<file path="src/vsa_pkg.sv">
// Shared constants, codes and controller/datapath interface types for the
// voice slot allocator. No dependencies.
package vsa_pkg;

  localparam int unsigned VOICES   = 16;
  localparam int unsigned IDX_W    = (VOICES > 1) ? $clog2(VOICES) : 1;
  localparam int unsigned MASK_W   = 16;
  localparam int unsigned SOUND_W  = 16;
  localparam int unsigned REQ_W    = 16;
  localparam int unsigned STAMP_W  = 64;
  localparam int unsigned SLOT_W   = 4;
  localparam int unsigned STATUS_W = 2;
  localparam int unsigned VOL_W    = 7;
  localparam int unsigned PITCH_W  = 8;

  // Result status codes.
  localparam logic [STATUS_W-1:0] ST_STARTED   = 2'd0;
  localparam logic [STATUS_W-1:0] ST_LOAD_FAIL = 2'd1;
  localparam logic [STATUS_W-1:0] ST_STOPPED   = 2'd2;

  // Request function codes.
  localparam logic FN_PLAY = 1'b0;
  localparam logic FN_STOP = 1'b1;

  // Clamp limits.
  localparam logic signed [REQ_W-1:0] VOL_MIN   = 16'sd0;
  localparam logic signed [REQ_W-1:0] VOL_MAX   = 16'sd100;
  localparam logic signed [REQ_W-1:0] PITCH_MIN = 16'sd50;
  localparam logic signed [REQ_W-1:0] PITCH_MAX = 16'sd200;

  // Commands from the controller to the datapath.
  typedef struct packed {
    logic             latch;
    logic             clear_all;
    logic             scan_en;
    logic             commit;
    logic [IDX_W-1:0] scan_idx;
  } vsa_cmd_t;

  // Status from the datapath to the controller.
  typedef struct packed {
    logic is_stop;
    logic any_free;
  } vsa_stat_t;

endpackage

</file>
<file path="src/voice_slot_allocator_core.sv">
// Top level of the voice slot allocator: a controller and a datapath.
// Depends on vsa_pkg, vsa_ctrl and vsa_dp.
//
// Usage. A request word (func_i, sound_id_i, volume_req_i, pitch_req_i,
// playing_mask_i, load_ok_i) is taken at a rising edge where start is high
// and busy is low. One result word comes back for every request, shown on
// slot_o, status_o, load_needed_o, evicted_o, volume_pct_o and pitch_pct_o
// for exactly one cycle while valid_o is high.
// Timing. A stop request passes through the check state, which clears every
// slot, and busy drops as its result appears. A play request that finds an
// unused slot passes through the check and commit states. When every slot is
// in use, the datapath walks the stamp table one entry per cycle with a single
// 64-bit comparator pair between the check and commit states. The result
// appears in the first cycle in which busy is low, and a new request may be
// accepted in that same cycle.
// Reset clears every slot and the play counter; no clearing pass is needed.
// The receiver cannot stall: each result word must be taken in its cycle.
module voice_slot_allocator_core (
  input  logic                                clk_i,
  input  logic                                rst_ni,
  input  logic                                start,
  output logic                                busy,
  input  logic                                func_i,
  input  logic [vsa_pkg::SOUND_W-1:0]         sound_id_i,
  input  logic signed [vsa_pkg::REQ_W-1:0]    volume_req_i,
  input  logic signed [vsa_pkg::REQ_W-1:0]    pitch_req_i,
  input  logic [vsa_pkg::MASK_W-1:0]          playing_mask_i,
  input  logic                                load_ok_i,
  output logic                                valid_o,
  output logic [vsa_pkg::SLOT_W-1:0]          slot_o,
  output logic [vsa_pkg::STATUS_W-1:0]        status_o,
  output logic                                load_needed_o,
  output logic                                evicted_o,
  output logic [vsa_pkg::VOL_W-1:0]           volume_pct_o,
  output logic [vsa_pkg::PITCH_W-1:0]         pitch_pct_o
);

  // Commands flow from the controller to the datapath; the datapath reports
  // whether the request is a stop and whether any slot is still unused.
  vsa_pkg::vsa_cmd_t  cmd;
  vsa_pkg::vsa_stat_t stat;

  vsa_ctrl u_ctrl (
    .clk_i  (clk_i),
    .rst_ni (rst_ni),
    .start  (start),
    .busy   (busy),
    .stat_i (stat),
    .cmd_o  (cmd)
  );

  // The datapath holds the slot tables, runs the oldest-stamp scan and
  // registers the result word.
  vsa_dp u_dp (
    .clk_i          (clk_i),
    .rst_ni         (rst_ni),
    .cmd_i          (cmd),
    .stat_o         (stat),
    .func_i         (func_i),
    .sound_id_i     (sound_id_i),
    .volume_req_i   (volume_req_i),
    .pitch_req_i    (pitch_req_i),
    .playing_mask_i (playing_mask_i),
    .load_ok_i      (load_ok_i),
    .valid_o        (valid_o),
    .slot_o         (slot_o),
    .status_o       (status_o),
    .load_needed_o  (load_needed_o),
    .evicted_o      (evicted_o),
    .volume_pct_o   (volume_pct_o),
    .pitch_pct_o    (pitch_pct_o)
  );

endmodule

</file>
<file path="src/vsa_ctrl.sv">
// Sequencing state machine of the voice slot allocator.
// Depends on vsa_pkg for the command and status types.
module vsa_ctrl (
  input  logic                clk_i,
  input  logic                rst_ni,
  input  logic                start,
  output logic                busy,
  input  vsa_pkg::vsa_stat_t  stat_i,
  output vsa_pkg::vsa_cmd_t   cmd_o
);

  localparam logic [1:0] S_IDLE   = 2'd0;
  localparam logic [1:0] S_CHECK  = 2'd1;
  localparam logic [1:0] S_SCAN   = 2'd2;
  localparam logic [1:0] S_COMMIT = 2'd3;

  localparam logic [vsa_pkg::IDX_W-1:0] LAST_IDX = vsa_pkg::IDX_W'(vsa_pkg::VOICES - 1);

  logic [1:0]                state_q, state_d;
  logic [vsa_pkg::IDX_W-1:0] idx_q, idx_d;

  assign busy = (state_q != S_IDLE);

  always_comb begin
    state_d           = state_q;
    idx_d             = idx_q;
    cmd_o             = '0;
    cmd_o.scan_idx    = idx_q;
    case (state_q)
      S_IDLE: begin
        if (start) begin
          cmd_o.latch = 1'b1;
          state_d     = S_CHECK;
        end
      end
      S_CHECK: begin
        if (stat_i.is_stop) begin
          cmd_o.clear_all = 1'b1;
          state_d         = S_IDLE;
        end else if (stat_i.any_free) begin
          state_d = S_COMMIT;
        end else begin
          idx_d   = '0;
          state_d = S_SCAN;
        end
      end
      S_SCAN: begin
        cmd_o.scan_en = 1'b1;
        if (idx_q == LAST_IDX) begin
          state_d = S_COMMIT;
        end else begin
          idx_d = idx_q + 1'b1;
        end
      end
      S_COMMIT: begin
        cmd_o.commit = 1'b1;
        state_d      = S_IDLE;
      end
      default: begin
        state_d = S_IDLE;
      end
    endcase
  end

  always_ff @(posedge clk_i or negedge rst_ni) begin
    if (!rst_ni) begin
      state_q <= S_IDLE;
      idx_q   <= '0;
    end else begin
      state_q <= state_d;
      idx_q   <= idx_d;
    end
  end

endmodule

</file>
<file path="src/vsa_dp.sv">
// Datapath of the voice slot allocator: slot tables, stamp scan, update
// and result registers. Depends on vsa_pkg.
module vsa_dp (
  input  logic                                   clk_i,
  input  logic                                   rst_ni,
  input  vsa_pkg::vsa_cmd_t                      cmd_i,
  output vsa_pkg::vsa_stat_t                     stat_o,
  input  logic                                   func_i,
  input  logic [vsa_pkg::SOUND_W-1:0]            sound_id_i,
  input  logic signed [vsa_pkg::REQ_W-1:0]       volume_req_i,
  input  logic signed [vsa_pkg::REQ_W-1:0]       pitch_req_i,
  input  logic [vsa_pkg::MASK_W-1:0]             playing_mask_i,
  input  logic                                   load_ok_i,
  output logic                                   valid_o,
  output logic [vsa_pkg::SLOT_W-1:0]             slot_o,
  output logic [vsa_pkg::STATUS_W-1:0]           status_o,
  output logic                                   load_needed_o,
  output logic                                   evicted_o,
  output logic [vsa_pkg::VOL_W-1:0]              volume_pct_o,
  output logic [vsa_pkg::PITCH_W-1:0]            pitch_pct_o
);

  localparam int unsigned N  = vsa_pkg::VOICES;
  localparam int unsigned IW = vsa_pkg::IDX_W;

  // Latched request word.
  logic                              func_q;
  logic [vsa_pkg::SOUND_W-1:0]       sid_q;
  logic signed [vsa_pkg::REQ_W-1:0]  vol_q;
  logic signed [vsa_pkg::REQ_W-1:0]  pit_q;
  logic [vsa_pkg::MASK_W-1:0]        mask_q;
  logic                              load_ok_q;

  // Slot tables.
  logic [N-1:0]                      in_use_q;
  logic [vsa_pkg::SOUND_W-1:0]       sound_q [N];
  logic [vsa_pkg::STAMP_W-1:0]       stamp_q [N];
  logic [vsa_pkg::STAMP_W-1:0]       counter_q;

  // Scan bests.
  logic                              idle_found_q, any_found_q;
  logic [IW-1:0]                     best_idle_q, best_any_q;
  logic [vsa_pkg::STAMP_W-1:0]       best_idle_stamp_q, best_any_stamp_q;

  // Result registers.
  logic                              valid_q;
  logic [IW-1:0]                     pick_q;
  logic [vsa_pkg::STATUS_W-1:0]      status_q;
  logic                              load_q, evict_q;
  logic [vsa_pkg::VOL_W-1:0]         vol_out_q;
  logic [vsa_pkg::PITCH_W-1:0]       pit_out_q;

  logic [N-1:0]                      playing;
  logic [IW-1:0]                     free_idx;
  logic                              any_free;
  logic [IW-1:0]                     pick;
  logic                              hit;
  logic [vsa_pkg::STAMP_W-1:0]       cnt_inc;
  logic [vsa_pkg::STAMP_W-1:0]       scan_stamp;
  logic                              scan_idle;
  logic [vsa_pkg::VOL_W-1:0]         vol_clamp;
  logic [vsa_pkg::PITCH_W-1:0]       pit_clamp;

  // Slots beyond the mask width always count as idle.
  for (genvar g = 0; g < N; g++) begin : g_play
    if (g < vsa_pkg::MASK_W) begin : g_bit
      assign playing[g] = mask_q[g];
    end else begin : g_none
      assign playing[g] = 1'b0;
    end
  end

  always_comb begin
    free_idx = '0;
    for (int i = N - 1; i >= 0; i--) begin
      if (!in_use_q[i]) begin
        free_idx = IW'(i);
      end
    end
  end

  assign any_free      = ~&in_use_q;
  assign stat_o.any_free = any_free;
  assign stat_o.is_stop  = (func_q == vsa_pkg::FN_STOP);

  assign pick    = any_free ? free_idx : (idle_found_q ? best_idle_q : best_any_q);
  assign hit     = in_use_q[pick] && (sound_q[pick] == sid_q);
  assign cnt_inc = counter_q + 1'b1;

  assign scan_stamp = stamp_q[cmd_i.scan_idx];
  assign scan_idle  = !playing[cmd_i.scan_idx];

  always_comb begin
    if (vol_q < vsa_pkg::VOL_MIN) begin
      vol_clamp = '0;
    end else if (vol_q > vsa_pkg::VOL_MAX) begin
      vol_clamp = vsa_pkg::VOL_W'(vsa_pkg::VOL_MAX);
    end else begin
      vol_clamp = vol_q[vsa_pkg::VOL_W-1:0];
    end
    if (pit_q < vsa_pkg::PITCH_MIN) begin
      pit_clamp = vsa_pkg::PITCH_W'(vsa_pkg::PITCH_MIN);
    end else if (pit_q > vsa_pkg::PITCH_MAX) begin
      pit_clamp = vsa_pkg::PITCH_W'(vsa_pkg::PITCH_MAX);
    end else begin
      pit_clamp = pit_q[vsa_pkg::PITCH_W-1:0];
    end
  end

  always_ff @(posedge clk_i) begin
    if (cmd_i.latch) begin
      func_q    <= func_i;
      sid_q     <= sound_id_i;
      vol_q     <= volume_req_i;
      pit_q     <= pitch_req_i;
      mask_q    <= playing_mask_i;
      load_ok_q <= load_ok_i;
    end
  end

  // Sound and stamp entries matter only while the slot is in use.
  always_ff @(posedge clk_i) begin
    if (cmd_i.commit) begin
      if (hit) begin
        stamp_q[pick] <= cnt_inc;
      end else if (load_ok_q) begin
        sound_q[pick] <= sid_q;
        stamp_q[pick] <= cnt_inc;
      end else begin
        sound_q[pick] <= '0;
      end
    end
  end

  always_ff @(posedge clk_i or negedge rst_ni) begin
    if (!rst_ni) begin
      in_use_q  <= '0;
      counter_q <= '0;
    end else if (cmd_i.clear_all) begin
      in_use_q  <= '0;
      counter_q <= '0;
    end else if (cmd_i.commit) begin
      if (hit || load_ok_q) begin
        counter_q <= cnt_inc;
      end
      if (!hit) begin
        in_use_q[pick] <= load_ok_q;
      end
    end
  end

  always_ff @(posedge clk_i or negedge rst_ni) begin
    if (!rst_ni) begin
      idle_found_q <= 1'b0;
      any_found_q  <= 1'b0;
    end else if (cmd_i.latch) begin
      idle_found_q <= 1'b0;
      any_found_q  <= 1'b0;
    end else if (cmd_i.scan_en && in_use_q[cmd_i.scan_idx]) begin
      if (!any_found_q || (scan_stamp < best_any_stamp_q)) begin
        any_found_q <= 1'b1;
      end
      if (scan_idle && (!idle_found_q || (scan_stamp < best_idle_stamp_q))) begin
        idle_found_q <= 1'b1;
      end
    end
  end

  always_ff @(posedge clk_i) begin
    if (cmd_i.scan_en && in_use_q[cmd_i.scan_idx]) begin
      if (!any_found_q || (scan_stamp < best_any_stamp_q)) begin
        best_any_q       <= cmd_i.scan_idx;
        best_any_stamp_q <= scan_stamp;
      end
      if (scan_idle && (!idle_found_q || (scan_stamp < best_idle_stamp_q))) begin
        best_idle_q       <= cmd_i.scan_idx;
        best_idle_stamp_q <= scan_stamp;
      end
    end
  end

  always_ff @(posedge clk_i or negedge rst_ni) begin
    if (!rst_ni) begin
      valid_q <= 1'b0;
    end else begin
      valid_q <= cmd_i.clear_all | cmd_i.commit;
    end
  end

  always_ff @(posedge clk_i) begin
    if (cmd_i.clear_all) begin
      pick_q    <= '0;
      status_q  <= vsa_pkg::ST_STOPPED;
      load_q    <= 1'b0;
      evict_q   <= 1'b0;
      vol_out_q <= '0;
      pit_out_q <= '0;
    end else if (cmd_i.commit) begin
      pick_q    <= pick;
      status_q  <= (hit || load_ok_q) ? vsa_pkg::ST_STARTED : vsa_pkg::ST_LOAD_FAIL;
      load_q    <= !hit;
      evict_q   <= !hit && in_use_q[pick];
      vol_out_q <= vol_clamp;
      pit_out_q <= pit_clamp;
    end
  end

  assign valid_o       = valid_q;
  assign slot_o        = vsa_pkg::SLOT_W'(pick_q);
  assign status_o      = status_q;
  assign load_needed_o = load_q;
  assign evicted_o     = evict_q;
  assign volume_pct_o  = vol_out_q;
  assign pitch_pct_o   = pit_out_q;

  // A result word lasts a single cycle; results never come back to back.
  a_single_strobe : assert property (@(posedge clk_i) disable iff (!rst_ni)
    valid_q |=> !valid_q) else $error("result strobe held for two cycles");

  // A stop result coincides with a fully cleared pool and counter.
  a_stop_clears : assert property (@(posedge clk_i) disable iff (!rst_ni)
    (valid_q && (status_q == vsa_pkg::ST_STOPPED)) |-> ((in_use_q == '0) && (counter_q == '0)))
    else $error("stop result with state left behind");

  // A started voice holds its slot.
  a_start_holds : assert property (@(posedge clk_i) disable iff (!rst_ni)
    (valid_q && (status_q == vsa_pkg::ST_STARTED)) |-> in_use_q[pick_q])
    else $error("started voice not marked in use");

  // A failed load leaves its slot free.
  a_fail_frees : assert property (@(posedge clk_i) disable iff (!rst_ni)
    (valid_q && (status_q == vsa_pkg::ST_LOAD_FAIL)) |-> !in_use_q[pick_q])
    else $error("failed load left slot in use");

endmodule
</file>
<file path="config.mk">
export PLATFORM = sky130hd
export DESIGN_NAME = voice_slot_allocator_core
export DESIGN_NICKNAME = d
export VERILOG_FILES = /design/src/vsa_pkg.sv /design/src/voice_slot_allocator_core.sv /design/src/vsa_ctrl.sv /design/src/vsa_dp.sv
export SDC_FILE = /design/constraint.sdc
export NUM_CORES = 2
export LEC_CHECK = 0
export BUFFER_PORTS_ARGS = -buffer_cell sky130_fd_sc_hd__buf_2
export CAP_MARGIN = 20
export CORE_MARGIN = 2
export CORE_UTILIZATION = 50
export DETAILED_ROUTE_END_ITERATION = 7
export PLACE_DENSITY = 0.77
export SYNTH_ARGS = -nofsm -noshare
export SYNTH_HDL_FRONTEND = slang
export SYNTH_SLANG_ARGS = --single-unit
</file>
<file path="constraint.sdc">
create_clock -name clk_i -period 11.51 [get_ports clk_i]
set_input_delay 1.7265 -clock clk_i [delete_from_list [all_inputs] [get_ports clk_i]]
set_output_delay 1.7265 -clock clk_i [all_outputs]
set_load 0.03 [all_outputs]
</file>
==> flow_summary_export.csv <==
group,metric,value,unit
global_route,grt_pass1_vias,33969,
global_route,gr-total-overflow,0,
critical_path,crit_path_end,"u_dp.stamp_q[7][43]",
drt,via_per_inst,6.11,
synth,avgSynthCellArea,18.3,sq um
critical_path,cp_max_fo,48,
power,p_int,0.0112,W
drt,num_vias,33621,
synth,synthCells,3511,
critical_path,rrSetupSlack,3350,ps
power,peakVddDrop,190,uV
global_route,grt_max_degree,123,
critical_path,reg2reg_to,"u_dp.stamp_q[7][43]",
placement,gp_congestion,0.817,
clock_network,cts_setup_buffers,0,
critical_path,reg2reg_from,"u_dp.in_use_q[6]",
timing,slew_violations,0,
placement,hpwl,78900,um
synth,synth_area,64100,sq um
finish,drive_gt1_share,21.2,%
synth,yosysWarnings,0,
clock_network,clk_pin_slew,70,ps
drt,drc,0,
die,die_x,362,um
global_route,grt_pass1_wl,214000,um
synth,synth-async-reset-ratio,5.58,%
critical_path,path_depth,14,
power,swShare,28.9,%
timing,slew_headroom,23.8,%
global_route,antenna_found_initial,3,
status,status,"complete, no violations",
power,power.leakage,23.6,nW
die,die_area,131000,sq um
timing,setup_violations,0,
drt,wire_per_inst,26.0,um
drt,drtIter0Drc,4039,
clock_network,cts_tree,"built",
clock_network,clock_sinks,1594,
critical_path,cp-end-kind,"register",
clock_network,hold_buffers,0,
timing,tns,0,ps
drt,wl,143000,um
finish,num_antenna_cells,0,
critical_path,rr_worst_depth,14,
die,row_count,131,
timing,finalCriticalPeriod,8160,ps
clock_network,cts-root-buf,"clkbuf_16",
power,finalPower,0.0158,W
die,io-pin-count,94,
synth,synth_ff_type,"edfxtp_1",
finish,fillerInstances,9038,
finish,syn2layout_area_growth,12.3,%
clock_network,ctsHtreeMaxLevel,4,
min_path,worstHoldPathType,"reg2reg",
drt,detail-route-antenna-nets,0,
critical_path,critPathKind,"reg2reg",
synth,ys_seq_elements,1594,
timing,max_freq,123,MHz
power,clockPowerShare,30.9,%
timing,hold_viol,0,
synth,synth_edf_count,1482,
power,power_density,219,nW/um^2
clock_network,clock_path_buffers,3,
power,p_sw,0.00456,W
run,maxCapViolCount,0,
timing,fin_crit_sh,70.9,%
synth,yosysSeqAreaShare,73.6,%
critical_path,critPathBufInv,1,
power,power_frac_seq,45.4,%
timing,hold_ws,443,ps
critical_path,crit_chain,"nand4_2 > nor4_1 > nand2b_1 > nand3_1 > a21oi_1 > a22o_1 > o31a_1 > nor4_1 > nand4_1 > nor4_4 > a21oi_4 > nand2b_1 > nor2_4 > buf_4",
die,die_h,362,um
global_route,gr-usage-all-layers,21.9,%
synth,synth_cell_type_count,68,
timing,rsz0062_at_grt,"false",
clock_network,clk_latency,790,ps
die,start_util,50.3,%
critical_path,crit_arrival,8550,ps
finish,fin_nets,3909,
timing,fin_skew,34.6,ps
clock_network,cts-buffers-inserted,153,
critical_path,crit_path_start,"u_dp.in_use_q[6]",
clock_network,ctsResizeCount,0,
placement,portBuffers,93,
synth,syn-num-nets,3708,
power,p_comb_share,23.7,%
drt,drt-pass1-iter-count,6,
critical_path,slowest_delay,930,ps
critical_path,worst_setup_path_start_kind,"register",
critical_path,critPathSlowestCell,"buf_4",
die,core_area,127000,sq um
critical_path,crit_required,11900,ps
critical_path,cp_top_family,"simple AND/OR/NAND/NOR gates",
timing,tightest_slew,1140,ps
==> state kept, by name, indices dropped and copies added, names as in the netlist, 2 cells and up, named ones only <==
name,flops
u_dp.pit_q,16
u_dp.best_any_stamp_q,64
u_dp.vol_q,16
u_dp.sound_q,256
u_dp.counter_q,64
u_dp.best_any_q,4
u_dp.stamp_q,1024
u_dp.best_idle_q,4
u_dp.sid_q,16
u_dp.pitch_pct_o,8
u_dp.best_idle_stamp_q,64
u_dp.status_o,2
u_dp.volume_pct_o,7
u_ctrl.idx_q,4
u_dp.in_use_q,16
u_dp.mask_q,16
u_dp.slot_o,4
==> kinds of logic after synthesis <==
group	Yosys count	synth area share, %
buffers and inverters	289	1.81
and+or+nand+nor	654	4.92
xor gates and xnor gates	46	0.628
AOI/OAI and AO/OA	415	4.11
muxes	385	12.4
DFF	1594	73.6
adders and majority gates	128	2.50
==> metal layers <==
metal  GRT usage [%]  up-vias  share of wire [%]
met2            35.6     1641                 49
met5               0        -              0.019
met1            29.4    17272                 39
met3            4.88      282                8.8
li1                -    14422                  -
met4            7.87        4                3.1
==> worst register-to-register path, cell delays in order (launching register included) <==
cell and delay, ps:
dfrtp_1 440, nand4_2 220, nor4_1 640, nand2b_1 520
nand3_1 750, a21oi_1 90, a22o_1 280, o31a_1 250
nor4_1 790, nand4_1 290, nor4_4 620, a21oi_4 420
nand2b_1 640, nor2_4 830, buf_4 930
==> synthesized netlist by cell type (all sizes together) (4+ instances only) <==
cell    count  area [sq um]
o221ai     16           140
clkbuf     95           358
a22oi      11          82.6
and3       15          93.8
nand2     238           893
nor4       13          96.3
nand3      62           310
xnor2      24           210
o31ai       6          45.0
a21oi     143           719
nor2b      28           175
or3        19           119
dfrtp      89          2230
o21a       10          75.1
nand2b     36           225
dfxtp      23           460
mux2i      52           521
and4        4          35.0
a22o       13           114
buf        50           263
ha        128          1600
o31a        5          43.8
mux2        4          45.0
or2        26           163
xor2       22           193
a21o       35           263
or4         5          37.5
nor3       26           130
a221oi     15           131
a211oi      8          60.1
a32oi      13           114
inv       144           541
nor2      112           428
and2       21           131
edfxtp   1482         44500
mux4      329          7410
nand4      46           294
o22ai      28           181
o21ai      82           410
a31oi       4          25.0
==> area by class of cell <==
| type | instances | area, sq um | area share [%] |
|---|---|---|---|
| Clock buffer | 202 | 4170 | 5.79 |
| Clock inverter | 80 | 726 | 1.01 |
| Inverter | 144 | 541 | 0.751 |
| Multi-Input combinational cell | 1628 | 16000 | 22.2 |
| Sequential cell | 1594 | 47200 | 65.6 |
| Tap cell | 1662 | 2080 | 2.89 |
| Timing Repair Buffer | 191 | 1270 | 1.76 |
==> cell usage in the layout (no fill, tap or decap), drive strengths merged, types with 16 or more instances in the layout <==
| cell | synthesis | layout |
|---|---|---|
| inv | 144 | 149 |
| o21ai | 82 | 82 |
| nor3 | 26 | 26 |
| clkbuf | 95 | 203 |
| xor2 | 22 | 22 |
| nor2 | 112 | 112 |
| o221ai | 16 | 16 |
| dfrtp | 89 | 89 |
| or2 | 26 | 26 |
| nand2 | 238 | 238 |
| buf | 50 | 190 |
| edfxtp | 1482 | 1482 |
| and2 | 21 | 21 |
| clkinv | 0 | 63 |
| dfxtp | 23 | 23 |
| o22ai | 28 | 28 |
| nor2b | 28 | 28 |
| nand2b | 36 | 36 |
| nand4 | 46 | 46 |
| xnor2 | 24 | 24 |
| mux4 | 329 | 329 |
| ha | 128 | 128 |
| a21o | 35 | 35 |
| or3 | 19 | 19 |
| mux2i | 52 | 52 |
| a21oi | 143 | 143 |
| nand3 | 62 | 62 |
==> power by group through the flow <==
stage / clock network [W] / registers [W] / logic [W]
floorplan: 0 / 0.00721 / 0.00267
global placement: 0 / 0.00729 / 0.00360
detailed placement: 0 / 0.00729 / 0.00370
CTS: 0.00494 / 0.00718 / 0.00374
global route: 0.00517 / 0.00720 / 0.00407
finish: 0.00488 / 0.00717 / 0.00375
==> how the worst min path moves through the flow <==
| stage | start | to | slack (ps) | cells after the start |
|---|---|---|---|---|
| floorplan | u_ctrl.idx_q[3] | u_dp.best_any_q[3] | 440 | 0 |
| global placement | u_dp.volume_pct_o[5] | u_dp.volume_pct_o[5] | 430 | 2 |
| detailed placement | u_dp.volume_pct_o[5] | u_dp.volume_pct_o[5] | 440 | 2 |
| CTS | u_dp.volume_pct_o[5] | u_dp.volume_pct_o[5] | 450 | 2 |
| global route | u_dp.volume_pct_o[5] | u_dp.volume_pct_o[5] | 460 | 2 |
| finish | u_dp.volume_pct_o[5] | u_dp.volume_pct_o[5] | 440 | 2 |
==> stage by stage <==
stage               worst slack (ps)  utilization, %  cell area [sq um]  cells
CTS                             3580            56.4              71800   5481
floorplan                       2860               -              64100   3511
detailed placement              3620            52.6              66900   5199
global route                    3140            56.5              72000   5501
global placement                3980            52.5              66900   5190
finish                          3350            56.5              72000   5501
Note: power is estimated with default switching activity, not from simulation.
